$ cat src/hdl/urd_pkg.sv
// shared types and constants for the utf-8 rune decoder
package urd_pkg;

    localparam int unsigned ByteW  = 8;
    localparam int unsigned CountW = 3;
    localparam int unsigned CpW    = 21;
    localparam int unsigned SizeW  = 3;
    localparam int unsigned StatW  = 3;

    localparam logic [CountW-1:0] MaxCount = 3'd5;

    localparam logic [ByteW-1:0] ContMask  = 8'hC0;
    localparam logic [ByteW-1:0] ContTag   = 8'h80;
    localparam logic [ByteW-1:0] Lead3Min  = 8'hE0;
    localparam logic [ByteW-1:0] Lead4Min  = 8'hF0;
    localparam logic [ByteW-1:0] Cont3Min  = 8'hA0;
    localparam logic [ByteW-1:0] Cont4Min  = 8'h90;

    localparam logic [CpW-1:0] Min2 = 21'h000080;
    localparam logic [CpW-1:0] Min3 = 21'h000800;
    localparam logic [CpW-1:0] Min4 = 21'h010000;
    localparam logic [CpW-1:0] SurLo = 21'h00D800;
    localparam logic [CpW-1:0] SurHi = 21'h00DFFF;
    localparam logic [CpW-1:0] CpMax = 21'h10FFFF;

    typedef enum logic [StatW-1:0] {
        ST_OK        = 3'd0,
        ST_EMPTY     = 3'd1,
        ST_BADLEN    = 3'd2,
        ST_BADCONT   = 3'd3,
        ST_OVERLONG  = 3'd4,
        ST_SURROGATE = 3'd5,
        ST_TOOBIG    = 3'd6,
        ST_BADLEAD   = 3'd7
    } t_status;

    typedef struct packed {
        logic [ByteW-1:0]  lead_byte;
        logic [ByteW-1:0]  second_byte;
        logic [ByteW-1:0]  third_byte;
        logic [ByteW-1:0]  fourth_byte;
        logic [ByteW-1:0]  fifth_byte;
        logic [CountW-1:0] avail_count;
    } t_window;

    // after lead classification and length / continuation checks
    typedef struct packed {
        t_status          status;
        logic [SizeW-1:0] need;
        logic [ByteW-1:0] lead;
        logic [ByteW-1:0] b1;
        logic [5:0]       b2;
        logic [5:0]       b3;
    } t_lead_res;

    // after code point assembly and overlong check
    typedef struct packed {
        t_status          status;
        logic [SizeW-1:0] need;
        logic [CpW-1:0]   cp;
    } t_merge_res;

    function automatic logic is_cont(input logic [ByteW-1:0] b);
        return (b & ContMask) == ContTag;
    endfunction

endpackage

$ cat src/hdl/urd_if.sv
// request and result channel interfaces of the utf-8 rune decoder
interface urd_in_if;
    logic                               valid;
    logic                               ready;
    logic [urd_pkg::ByteW-1:0]          lead_byte;
    logic [urd_pkg::ByteW-1:0]          second_byte;
    logic [urd_pkg::ByteW-1:0]          third_byte;
    logic [urd_pkg::ByteW-1:0]          fourth_byte;
    logic [urd_pkg::ByteW-1:0]          fifth_byte;
    logic [urd_pkg::CountW-1:0]         avail_count;

    modport source (output valid, lead_byte, second_byte, third_byte, fourth_byte,
                    fifth_byte, avail_count, input ready);
    modport sink   (input valid, lead_byte, second_byte, third_byte, fourth_byte,
                    fifth_byte, avail_count, output ready);
endinterface

interface urd_out_if;
    logic                               valid;
    logic                               ready;
    logic [urd_pkg::CpW-1:0]            code_point;
    logic [urd_pkg::SizeW-1:0]          seq_size;
    logic [urd_pkg::StatW-1:0]          status;

    modport source (output valid, code_point, seq_size, status, input ready);
    modport sink   (input valid, code_point, seq_size, status, output ready);
endinterface

$ cat src/hdl/urd_lead.sv
// stage 1: lead byte class, length and continuation checks
module urd_lead (
    input  logic               i_clk,
    input  logic               i_rst_n,
    input  logic               i_valid,
    output logic               o_ready,
    input  urd_pkg::t_window   i_data,
    output logic               o_valid,
    input  logic               i_ready,
    output urd_pkg::t_lead_res o_data
);
    logic                          r_valid;
    urd_pkg::t_lead_res            r_data;
    urd_pkg::t_lead_res            n_data;
    logic [urd_pkg::CountW-1:0]    n_cnt;
    logic [urd_pkg::SizeW-1:0]     n_need;
    logic                          n_badlead;
    logic [urd_pkg::ByteW-1:0]     n_after;
    logic                          n_badlen;
    logic                          n_badcont;

    always_comb begin
        n_cnt = (i_data.avail_count > urd_pkg::MaxCount) ? urd_pkg::MaxCount
                                                         : i_data.avail_count;
        n_badlead = 1'b0;
        n_need    = 3'd1;
        if (i_data.lead_byte[7] == 1'b0) begin
            n_need = 3'd1;
        end else if (i_data.lead_byte[7:5] == 3'b110) begin
            n_need = 3'd2;
        end else if (i_data.lead_byte[7:4] == 4'b1110) begin
            n_need = 3'd3;
        end else if (i_data.lead_byte[7:3] == 5'b11110) begin
            n_need = 3'd4;
        end else begin
            n_badlead = 1'b1;
        end

        // byte right after the sequence
        unique case (n_need)
            3'd1:    n_after = i_data.second_byte;
            3'd2:    n_after = i_data.third_byte;
            3'd3:    n_after = i_data.fourth_byte;
            default: n_after = i_data.fifth_byte;
        endcase

        n_badlen = (n_cnt < n_need) ||
                   ((n_cnt > n_need) && urd_pkg::is_cont(n_after));

        n_badcont = ((n_need >= 3'd2) && !urd_pkg::is_cont(i_data.second_byte)) ||
                    ((n_need >= 3'd3) && !urd_pkg::is_cont(i_data.third_byte))  ||
                    ((n_need == 3'd4) && !urd_pkg::is_cont(i_data.fourth_byte));

        if (n_cnt == '0) begin
            n_data.status = urd_pkg::ST_EMPTY;
        end else if (n_badlead) begin
            n_data.status = urd_pkg::ST_BADLEAD;
        end else if (n_badlen) begin
            n_data.status = urd_pkg::ST_BADLEN;
        end else if (n_badcont) begin
            n_data.status = urd_pkg::ST_BADCONT;
        end else begin
            n_data.status = urd_pkg::ST_OK;
        end
        n_data.need = n_need;
        n_data.lead = i_data.lead_byte;
        n_data.b1   = i_data.second_byte;
        n_data.b2   = i_data.third_byte[5:0];
        n_data.b3   = i_data.fourth_byte[5:0];
    end

    assign o_ready = !r_valid || i_ready;

    always_ff @(posedge i_clk) begin
        if (!i_rst_n) begin
            r_valid <= 1'b0;
        end else if (o_ready) begin
            r_valid <= i_valid;
        end
    end

    always_ff @(posedge i_clk) begin
        if (o_ready) begin
            r_data <= n_data;
        end
    end

    assign o_valid = r_valid;
    assign o_data  = r_data;
endmodule

$ cat src/hdl/urd_merge.sv
// stage 2: code point assembly and overlong check
module urd_merge (
    input  logic                i_clk,
    input  logic                i_rst_n,
    input  logic                i_valid,
    output logic                o_ready,
    input  urd_pkg::t_lead_res  i_data,
    output logic                o_valid,
    input  logic                i_ready,
    output urd_pkg::t_merge_res o_data
);
    logic                      r_valid;
    urd_pkg::t_merge_res       r_data;
    urd_pkg::t_merge_res       n_data;
    logic [urd_pkg::CpW-1:0]   n_cp;
    logic                      n_overlong;

    always_comb begin
        unique case (i_data.need)
            3'd1:    n_cp = {14'd0, i_data.lead[6:0]};
            3'd2:    n_cp = {10'd0, i_data.lead[4:0], i_data.b1[5:0]};
            3'd3:    n_cp = {5'd0, i_data.lead[3:0], i_data.b1[5:0], i_data.b2};
            default: n_cp = {i_data.lead[2:0], i_data.b1[5:0], i_data.b2, i_data.b3};
        endcase

        unique case (i_data.need)
            3'd2:    n_overlong = n_cp < urd_pkg::Min2;
            3'd3:    n_overlong = (n_cp < urd_pkg::Min3) ||
                                  ((i_data.lead == urd_pkg::Lead3Min) &&
                                   (i_data.b1 < urd_pkg::Cont3Min));
            3'd4:    n_overlong = (n_cp < urd_pkg::Min4) ||
                                  ((i_data.lead == urd_pkg::Lead4Min) &&
                                   (i_data.b1 < urd_pkg::Cont4Min));
            default: n_overlong = 1'b0;
        endcase

        n_data.need = i_data.need;
        n_data.cp   = n_cp;
        if (i_data.status == urd_pkg::ST_OK && n_overlong) begin
            n_data.status = urd_pkg::ST_OVERLONG;
        end else begin
            n_data.status = i_data.status;
        end
    end

    assign o_ready = !r_valid || i_ready;

    always_ff @(posedge i_clk) begin
        if (!i_rst_n) begin
            r_valid <= 1'b0;
        end else if (o_ready) begin
            r_valid <= i_valid;
        end
    end

    always_ff @(posedge i_clk) begin
        if (o_ready) begin
            r_data <= n_data;
        end
    end

    assign o_valid = r_valid;
    assign o_data  = r_data;
endmodule

$ cat src/hdl/urd_final.sv
// stage 3: range checks, error zeroing and result register
module urd_final (
    input  logic                      i_clk,
    input  logic                      i_rst_n,
    input  logic                      i_valid,
    output logic                      o_ready,
    input  urd_pkg::t_merge_res       i_data,
    output logic                      o_valid,
    input  logic                      i_ready,
    output logic [urd_pkg::CpW-1:0]   o_code_point,
    output logic [urd_pkg::SizeW-1:0] o_seq_size,
    output logic [urd_pkg::StatW-1:0] o_status
);
    logic                        r_valid;
    logic [urd_pkg::CpW-1:0]     r_cp;
    logic [urd_pkg::SizeW-1:0]   r_size;
    urd_pkg::t_status            r_status;
    urd_pkg::t_status            n_status;

    always_comb begin
        if (i_data.status != urd_pkg::ST_OK) begin
            n_status = i_data.status;
        end else if ((i_data.cp >= urd_pkg::SurLo) && (i_data.cp <= urd_pkg::SurHi)) begin
            n_status = urd_pkg::ST_SURROGATE;
        end else if (i_data.cp > urd_pkg::CpMax) begin
            n_status = urd_pkg::ST_TOOBIG;
        end else begin
            n_status = urd_pkg::ST_OK;
        end
    end

    assign o_ready = !r_valid || i_ready;

    always_ff @(posedge i_clk) begin
        if (!i_rst_n) begin
            r_valid <= 1'b0;
        end else if (o_ready) begin
            r_valid <= i_valid;
        end
    end

    always_ff @(posedge i_clk) begin
        if (o_ready) begin
            r_status <= n_status;
            r_cp     <= (n_status == urd_pkg::ST_OK) ? i_data.cp : '0;
            r_size   <= (n_status == urd_pkg::ST_OK) ? i_data.need : '0;
        end
    end

    assign o_valid      = r_valid;
    assign o_code_point = r_cp;
    assign o_seq_size   = r_size;
    assign o_status     = r_status;
endmodule

$ cat src/hdl/utf8_rune_decoder_unit.sv
// utf-8 rune decoder top level: three-stage decode pipeline
// path: an accepted request is registered in the lead, merge and final stages in
//   turn, and the final stage register drives the result on the output
// throughput: one request per cycle; every stage holds one request and moves on
//   as soon as the stage after it is empty or being drained
// reset: synchronous active-low i_rst_n clears all stage valid bits;
//   payload registers are not reset
module utf8_rune_decoder_unit (
    input  logic      i_clk,
    input  logic      i_rst_n,
    urd_in_if.sink    i_req,
    urd_out_if.source o_rsp
);
    // window as seen by the first stage
    urd_pkg::t_window    w_win;

    // stage-to-stage handshake and payload
    logic                w_v1;
    logic                w_r1;
    urd_pkg::t_lead_res  w_d1;
    logic                w_v2;
    logic                w_r2;
    urd_pkg::t_merge_res w_d2;

    assign w_win.lead_byte   = i_req.lead_byte;
    assign w_win.second_byte = i_req.second_byte;
    assign w_win.third_byte  = i_req.third_byte;
    assign w_win.fourth_byte = i_req.fourth_byte;
    assign w_win.fifth_byte  = i_req.fifth_byte;
    assign w_win.avail_count = i_req.avail_count;

    // stage 1: lead class, count saturation, length / trailing / continuation checks
    urd_lead u_lead (
        .i_clk   (i_clk),
        .i_rst_n (i_rst_n),
        .i_valid (i_req.valid),
        .o_ready (i_req.ready),
        .i_data  (w_win),
        .o_valid (w_v1),
        .i_ready (w_r1),
        .o_data  (w_d1)
    );

    // stage 2: payload bits gathered into the code point, overlong forms flagged
    urd_merge u_merge (
        .i_clk   (i_clk),
        .i_rst_n (i_rst_n),
        .i_valid (w_v1),
        .o_ready (w_r1),
        .i_data  (w_d1),
        .o_valid (w_v2),
        .i_ready (w_r2),
        .o_data  (w_d2)
    );

    // stage 3: surrogate and range checks; errors force code point and size to zero
    urd_final u_final (
        .i_clk        (i_clk),
        .i_rst_n      (i_rst_n),
        .i_valid      (w_v2),
        .o_ready      (w_r2),
        .i_data       (w_d2),
        .o_valid      (o_rsp.valid),
        .i_ready      (o_rsp.ready),
        .o_code_point (o_rsp.code_point),
        .o_seq_size   (o_rsp.seq_size),
        .o_status     (o_rsp.status)
    );
endmodule

$ cat src/flat_wrapper.sv
// flat-port wrapper written by rule: the top's interface ports become plain ports
module utf8_rune_decoder_unit_flat 
  (i_clk, i_rst_n, i_req_valid, i_req_lead_byte, i_req_second_byte, i_req_third_byte, i_req_fourth_byte, i_req_fifth_byte, i_req_avail_count, i_req_ready, o_rsp_valid, o_rsp_code_point, o_rsp_seq_size, o_rsp_status, o_rsp_ready);
  urd_in_if i_req_i ();
  urd_out_if o_rsp_i ();
  input  logic i_clk;
  input  logic i_rst_n;
  input wire logic [$bits(i_req_i.valid)-1:0] i_req_valid;
  input wire logic [$bits(i_req_i.lead_byte)-1:0] i_req_lead_byte;
  input wire logic [$bits(i_req_i.second_byte)-1:0] i_req_second_byte;
  input wire logic [$bits(i_req_i.third_byte)-1:0] i_req_third_byte;
  input wire logic [$bits(i_req_i.fourth_byte)-1:0] i_req_fourth_byte;
  input wire logic [$bits(i_req_i.fifth_byte)-1:0] i_req_fifth_byte;
  input wire logic [$bits(i_req_i.avail_count)-1:0] i_req_avail_count;
  output wire logic [$bits(i_req_i.ready)-1:0] i_req_ready;
  output wire logic [$bits(o_rsp_i.valid)-1:0] o_rsp_valid;
  output wire logic [$bits(o_rsp_i.code_point)-1:0] o_rsp_code_point;
  output wire logic [$bits(o_rsp_i.seq_size)-1:0] o_rsp_seq_size;
  output wire logic [$bits(o_rsp_i.status)-1:0] o_rsp_status;
  input wire logic [$bits(o_rsp_i.ready)-1:0] o_rsp_ready;
  assign i_req_i.valid = i_req_valid;
  assign i_req_i.lead_byte = i_req_lead_byte;
  assign i_req_i.second_byte = i_req_second_byte;
  assign i_req_i.third_byte = i_req_third_byte;
  assign i_req_i.fourth_byte = i_req_fourth_byte;
  assign i_req_i.fifth_byte = i_req_fifth_byte;
  assign i_req_i.avail_count = i_req_avail_count;
  assign i_req_ready = i_req_i.ready;
  assign o_rsp_valid = o_rsp_i.valid;
  assign o_rsp_code_point = o_rsp_i.code_point;
  assign o_rsp_seq_size = o_rsp_i.seq_size;
  assign o_rsp_status = o_rsp_i.status;
  assign o_rsp_i.ready = o_rsp_ready;
  utf8_rune_decoder_unit u_core (.i_clk(i_clk), .i_rst_n(i_rst_n), .i_req(i_req_i), .o_rsp(o_rsp_i));
endmodule
$ cat config.mk
export PLATFORM = sky130hd
export DESIGN_NAME = utf8_rune_decoder_unit_flat
export DESIGN_NICKNAME = d
export VERILOG_FILES = /design/src/hdl/urd_pkg.sv /design/src/hdl/urd_if.sv /design/src/hdl/urd_lead.sv /design/src/hdl/urd_merge.sv /design/src/hdl/urd_final.sv /design/src/hdl/utf8_rune_decoder_unit.sv /design/src/flat_wrapper.sv
export SDC_FILE = /design/constraint.sdc
export NUM_CORES = 1
export LEC_CHECK = 0
export ABC_AREA = 1
export ABC_CLOCK_PERIOD_IN_PS = 6700
export BUFFER_PORTS_ARGS = -buffer_cell sky130_fd_sc_hd__buf_2
export CAP_MARGIN = 20
export CORE_MARGIN = 10
export CORE_UTILIZATION = 59
export CTS_CLUSTER_DIAMETER = 100
export CTS_CLUSTER_SIZE = 8
export DETAILED_ROUTE_END_ITERATION = 8
export GPL_ROUTABILITY_DRIVEN = 0
export PLACE_DENSITY_LB_ADDON = 0.15
export SYNTH_ARGS = -nofsm -noshare
export SYNTH_HDL_FRONTEND = slang
export SYNTH_SLANG_ARGS = --single-unit
$ cat constraint.sdc
create_clock -name i_clk -period 6.7 [get_ports i_clk]
set_input_delay 0 -clock i_clk [delete_from_list [all_inputs] [get_ports i_clk]]
set_output_delay 0 -clock i_clk [all_outputs]
set_load 0.02 [all_outputs]
After elaboration in Yosys (flattened, before gate mapping)
Index checks and enable logic that the tools add are counted.
W data, S select, Z words.

cells by class
  mux-type cells = 18
  equal/unequal tests = 17
  $lt $le $gt $ge = 13
  reductions and logical operators = 27

operators by type and width
  kind                    count
  $pmux W21 S3            1
  $mux W3                 9
  $pmux W8 S3             1
  $ge A21 B16 Y1 const B  1
  $gt A21 B21 Y1 const B  1
  $le A21 B16 Y1 const B  1
  $lt A21 B12 Y1 const B  1
  $lt A21 B17 Y1 const B  1
  $lt A21 B8 Y1 const B   1
  $eq A8 B8 Y1 const B    2
  $lt A8 B8 Y1 const B    2
  $eq A3 B2 Y1 const B    4
  $eq A3 B3 Y1 const B    3
  $logic_not A3 Y1        3
  $eq A2 B2 Y1 const B    4
  $logic_and A1 B1 Y1     8
  $logic_or A1 B1 Y1      8
  $eq A3 B1 Y1 const B    2
  $ge A3 B2 Y1 const B    2
  $logic_not A1 Y1        6
  $eq A5 B5 Y1 const B    1
  $eq A4 B4 Y1 const B    1
  $mux W1                 4
  $mux W2                 2
  6 further kinds         6

word-level totals
  bits of input ports = 47
  register bits after elaboration = 91
  logic and storage cells = 91
  output and inout bits = 29

Logic depth before layout (Yosys ltp)
  word-level depth = 12
  gate-level depth with buffers = 13
  gate-level depth less buffers = 13

Hierarchy
A second synthesis with hierarchy kept.

unflattened totals
  cell total of the unflattened synthesis = 370
  area, all modules = 4162.7 um^2

modules (own cells, without submodules)
  module     cells each  sequential area each (um^2)  area each (um^2)  instances
  urd_merge  158         830.8                        1410.1            1
  urd_final  117         830.8                        1386.3            1
  urd_lead   95          1041.0                       1366.3            1

Worst setup path before layout
Ideal clock, no wire load.

  path kind = register to register
  start point = register u_core.u_final.r_valid, in the netlist u_core.u_final.o_valid
  end point = register u_core.u_lead.r_data (netlist bit u_core.u_lead.o_data[0]), enable pin
  period minus slack after synthesis = 2.592 ns
  required time = 6.163 ns
  buffers on the path = 0
  arrival = 2.055 ns
  slack = 4.108 ns
  stages on the path, launching flop included = 4
  library setup time = 0.537 ns
  cells stage by stage = dfxtp_1 -> nand2_1 -> nor2_1 -> nand2_1

between the ends
  word-level cells in the longest chain between the ends = 4

ends and longest elaborated chain
  what                        line                source
  start: declaration          urd_final.sv:14     logic r_valid;
  start signal: assignment    urd_final.sv:38     r_valid <= i_valid;
  $logic_not A1 Y1            urd_final.sv:32     assign o_ready = !r_valid || i_ready;
  $logic_or A1 B1 Y1          urd_final.sv:32
  via u_core.u_final.o_ready  urd_final.sv:6      output logic o_ready,
  $logic_or A1 B1 Y1          urd_merge.sv:46     assign o_ready = !r_valid || i_ready;
  $logic_or A1 B1 Y1          urd_lead.sv:72      assign o_ready = !r_valid || i_ready;
  via i_req_ready             flat_wrapper.sv:15  output wire logic [$bits(i_req_i.ready)-1:0] i_req_ready;
  end signal: assignment      urd_lead.sv:84      r_data <= n_data;
  end: declaration            urd_lead.sv:13      urd_pkg::t_lead_res r_data;

The timed path passes the listed nets, and every way through them passes these cells.
A chain may end at the register's enable or synchronous reset.

==> results.toml <==
[status]
outcome = "finished clean"

[sta]
worst_slack_ns = 4.65
worst_clock_skew_ns = 0.00881
fmax_ghz = 0.487
final_max_slew_viol_count = 0
finalHoldWorstSlack_ns = 0.0247
totalNegativeSetupSlack_ns = 0
grt_setup_unrepaired = "no"
hold_viol_final = 0
relSlewSlack_pct = 37.4
worstMarginPinSlew_ns = 0.937
layout_min_cycle_time_ns = 2.05
post-route-period-util_pct = 30.6
report.final.setup_viol = 0

[synth]
synth_top_area_cell = "sky130_fd_sc_hd__edfxtp_1"
synthesis.area_per_instance_um2 = 11.1
synth.area.top_cells = "sky130_fd_sc_hd__edfxtp_1, sky130_fd_sc_hd__nand2_1, sky130_fd_sc_hd__inv_1"
yosys_warnings = 0
syn-cell-area_mm2 = 0.00392
ys_ff_latch = 91
netlist_cell_types = 31
syn_nets = 404
seq_area_frac_synth_pct = 69.0
synth_largest_type_area_fraction_pct = 67.5
cells_after_synth = 354

[die]
core.rowCount = 29
initial_core_util_pct = 61.3
dieArea_mm2 = 0.0103
num_io_pins = 76
die_w_um = 101
fp.coreArea_mm2 = 0.00639
floorplan_die_height_um = 101

[finish]
area_used_by_multi_input_combinational_logic_um2 = 915
fillers = 419
post-route-util_pct = 75.8
antennaDiodeCount = 0
finish.net_count = 509
share_of_cells_above_drive_strength_1_pct = 21.8
fin_cells = 541
layout.area.seq_mm2 = 0.00270
layout-area-overhead-vs-synth_pct = 23.6

[critical_path]
ff2ff_setup_slack_ns = 4.74
crit_arrival_ns = 2.14
maximum_fanout_encountered_on_the_critical_timing_path = 5
worst_setup_path_end_kind = "flip-flop"
startpoint_type = "primary input"
critPathKind = "primary input to flip-flop"
critPathRequiredTime_ns = 6.79

[power]
peakVddDrop_v = 0.000178
power.static_leakage_nw = 2.25
cellPowerDensity_mw_per_mm2 = 239

[clock_tree]
clock_sinks = 91
post_cts_buffers = 0
clock_insertion_delay_worst_skew_ns = 0.35
clkSlewWorstSetupHoldPaths_ns = 0.08
tritoncts = "built"
tritoncts.num_buffers = 9
cts-htree-levels = 3
cts.root.buffer_cell = "sky130_fd_sc_hd__clkbuf_8"
cts-root-to-sink-buffers = 2

[worst_hold_path]
hold_class = "primary input to flip-flop"

[detailed_routing]
post_drt_wl_per_cell_um = 14.5
initialDrtViolationCount = 137
drt-total-wl_mm = 7.83
drt_drc_violations_left = 0
antenna_violating_nets_post_route = 0
routed-via-count = 2742
firstDrtPassIters = 4
via_per_inst = 5.07

[flow_run]
maxCapViolCount = 0

[placed_design]
portBuffers = 69
dpl_worst_slack_ns = 4.18
place.detailed.instances = 493
hpwl_mm = 5.38

[global_routing]
via_count_of_the_first_global_routing_pass = 2794
wire_length_of_the_first_global_routing_pass_mm = 12.8
grt_max_degree = 37
global_route.usage.total_pct = 15.7
grt-ovfl-total = 0
antenna_found_initial = 0
==> cell usage in the layout, fill, tap and decap left out, drive strengths merged, types with 6 or more instances in the layout <==
cell | netlist | layout
nand3 | 11 | 11
clkbuf | 3 | 9
nand2 | 77 | 77
inv | 65 | 66
a21oi | 8 | 8
nand4 | 6 | 6
buf | 5 | 71
dlygate4sd3 | 0 | 31
nor2 | 57 | 57
edfxtp | 88 | 88
nor3 | 8 | 8
==> synth_stat cells, drive strengths merged <==
cell and number:
nand4 6, clkbuf 3, o22ai 1, o2111ai 4
nand3b 2, dfxtp 3, o211ai 1, edfxtp 88
o21ai 4, a211oi 1, ha 3, o21a 1
nand2 77, inv 65, nand3 11, nor3 8
and2 1, nor2 57, or2 1, buf 5
o31ai 4, a21oi 8
==> through the flow <==
stage	power [W]	area [um2]
after floorplan	0.000758	3920
after detailed placement	0.000795	4310
after global placement	0.000789	4310
after global routing	0.00121	4840
final	0.00115	4840
after CTS	0.00116	4810
==> cells by family (layout without fill, tap and decap cells) <==
kind of cell | count (synthesis) | in the layout | share of synthesized area (%)
AND/OR/NAND/NOR | 163 | 163 | 17.8
flip-flops | 91 | 91 | 69.0
buffers and inverters | 73 | 183 | 7.64
AO/OA/AOI/OAI | 24 | 24 | 4.57
adder cells (fa/ha/maj) | 3 | 3 | 0.959
==> worst paths after layout <==
check	cells past startpoint	endpoint	startpoint
min	3	u_core.u_lead.o_data[33]$_SDFFCE_PP0P_	i_req_avail_count[1]
max reg2reg	10	u_core.u_merge.o_data[26]$_SDFFCE_PP1P_	u_core.u_lead.o_data[28]$_DFFE_PP_
max	14	u_core.u_lead.o_data[31]$_SDFFCE_PP1P_	i_req_lead_byte[7]
min reg2reg	0	u_core.u_merge.o_data[25]$_SDFFCE_PP0P_	u_core.u_lead.o_data[32]$_SDFFCE_PP0P_
==> area by class of cell <==
cell class / count / area share (%)
sequential: 91 / 55.8
multi-input combinational: 190 / 18.9
timing repair buffer: 102 / 14.3
inverter: 65 / 5.04
clock buffer: 9 / 2.56
tap: 77 / 1.99
clock inverter: 7 / 1.40
==> what timing repair did <==
action	in CTS	in global routing
endpoints found under the hold margin	33	0
gates resized for setup	0	0
hold buffers	31	0
==> layer usage <==
layer  global-route usage, %  wire length (um)  up-vias
li1                        -                 -     1371
met1                    17.5              3020     1247
met2                    25.4              3870      108
met3                    6.40               753       16
met4                    8.36               192        0
met5                       0                 0        -
==> flip-flops by register name (all words and copies together), names as in the netlist <==
register / cells
u_core.u_lead.o_valid: 1
u_core.u_lead.o_data: 34
u_core.u_final.o_code_point: 21
u_core.u_merge.o_data: 27
u_core.u_final.o_status: 3
u_core.u_final.o_seq_size: 3
u_core.u_final.o_valid: 1
u_core.u_merge.o_valid: 1
==> report_power, final <==
part | leakage [nW] | internal [W] | switching, W
clock network | 0.0931 | 0.000171 | 0.000186
registers | 1.01 | 0.000662 | 0.0000180
logic | 1.14 | 0.0000491 | 0.0000686
==> critical path: stages <==
cell	delay, ns
sky130_fd_sc_hd__dlygate4sd3_1	0.52
sky130_fd_sc_hd__buf_2	0.13
sky130_fd_sc_hd__inv_1	0.04
sky130_fd_sc_hd__nor2_1	0.16
sky130_fd_sc_hd__nand3_1	0.22
sky130_fd_sc_hd__nand2_1	0.15
sky130_fd_sc_hd__inv_1	0.09
sky130_fd_sc_hd__ha_1	0.29
sky130_fd_sc_hd__inv_1	0.05
sky130_fd_sc_hd__nor2_1	0.04
sky130_fd_sc_hd__nor3_1	0.19
sky130_fd_sc_hd__nand2_1	0.09
sky130_fd_sc_hd__nand3_1	0.08
sky130_fd_sc_hd__nand3b_1	0.08
Note: power is estimated with default switching activity, not from simulation.
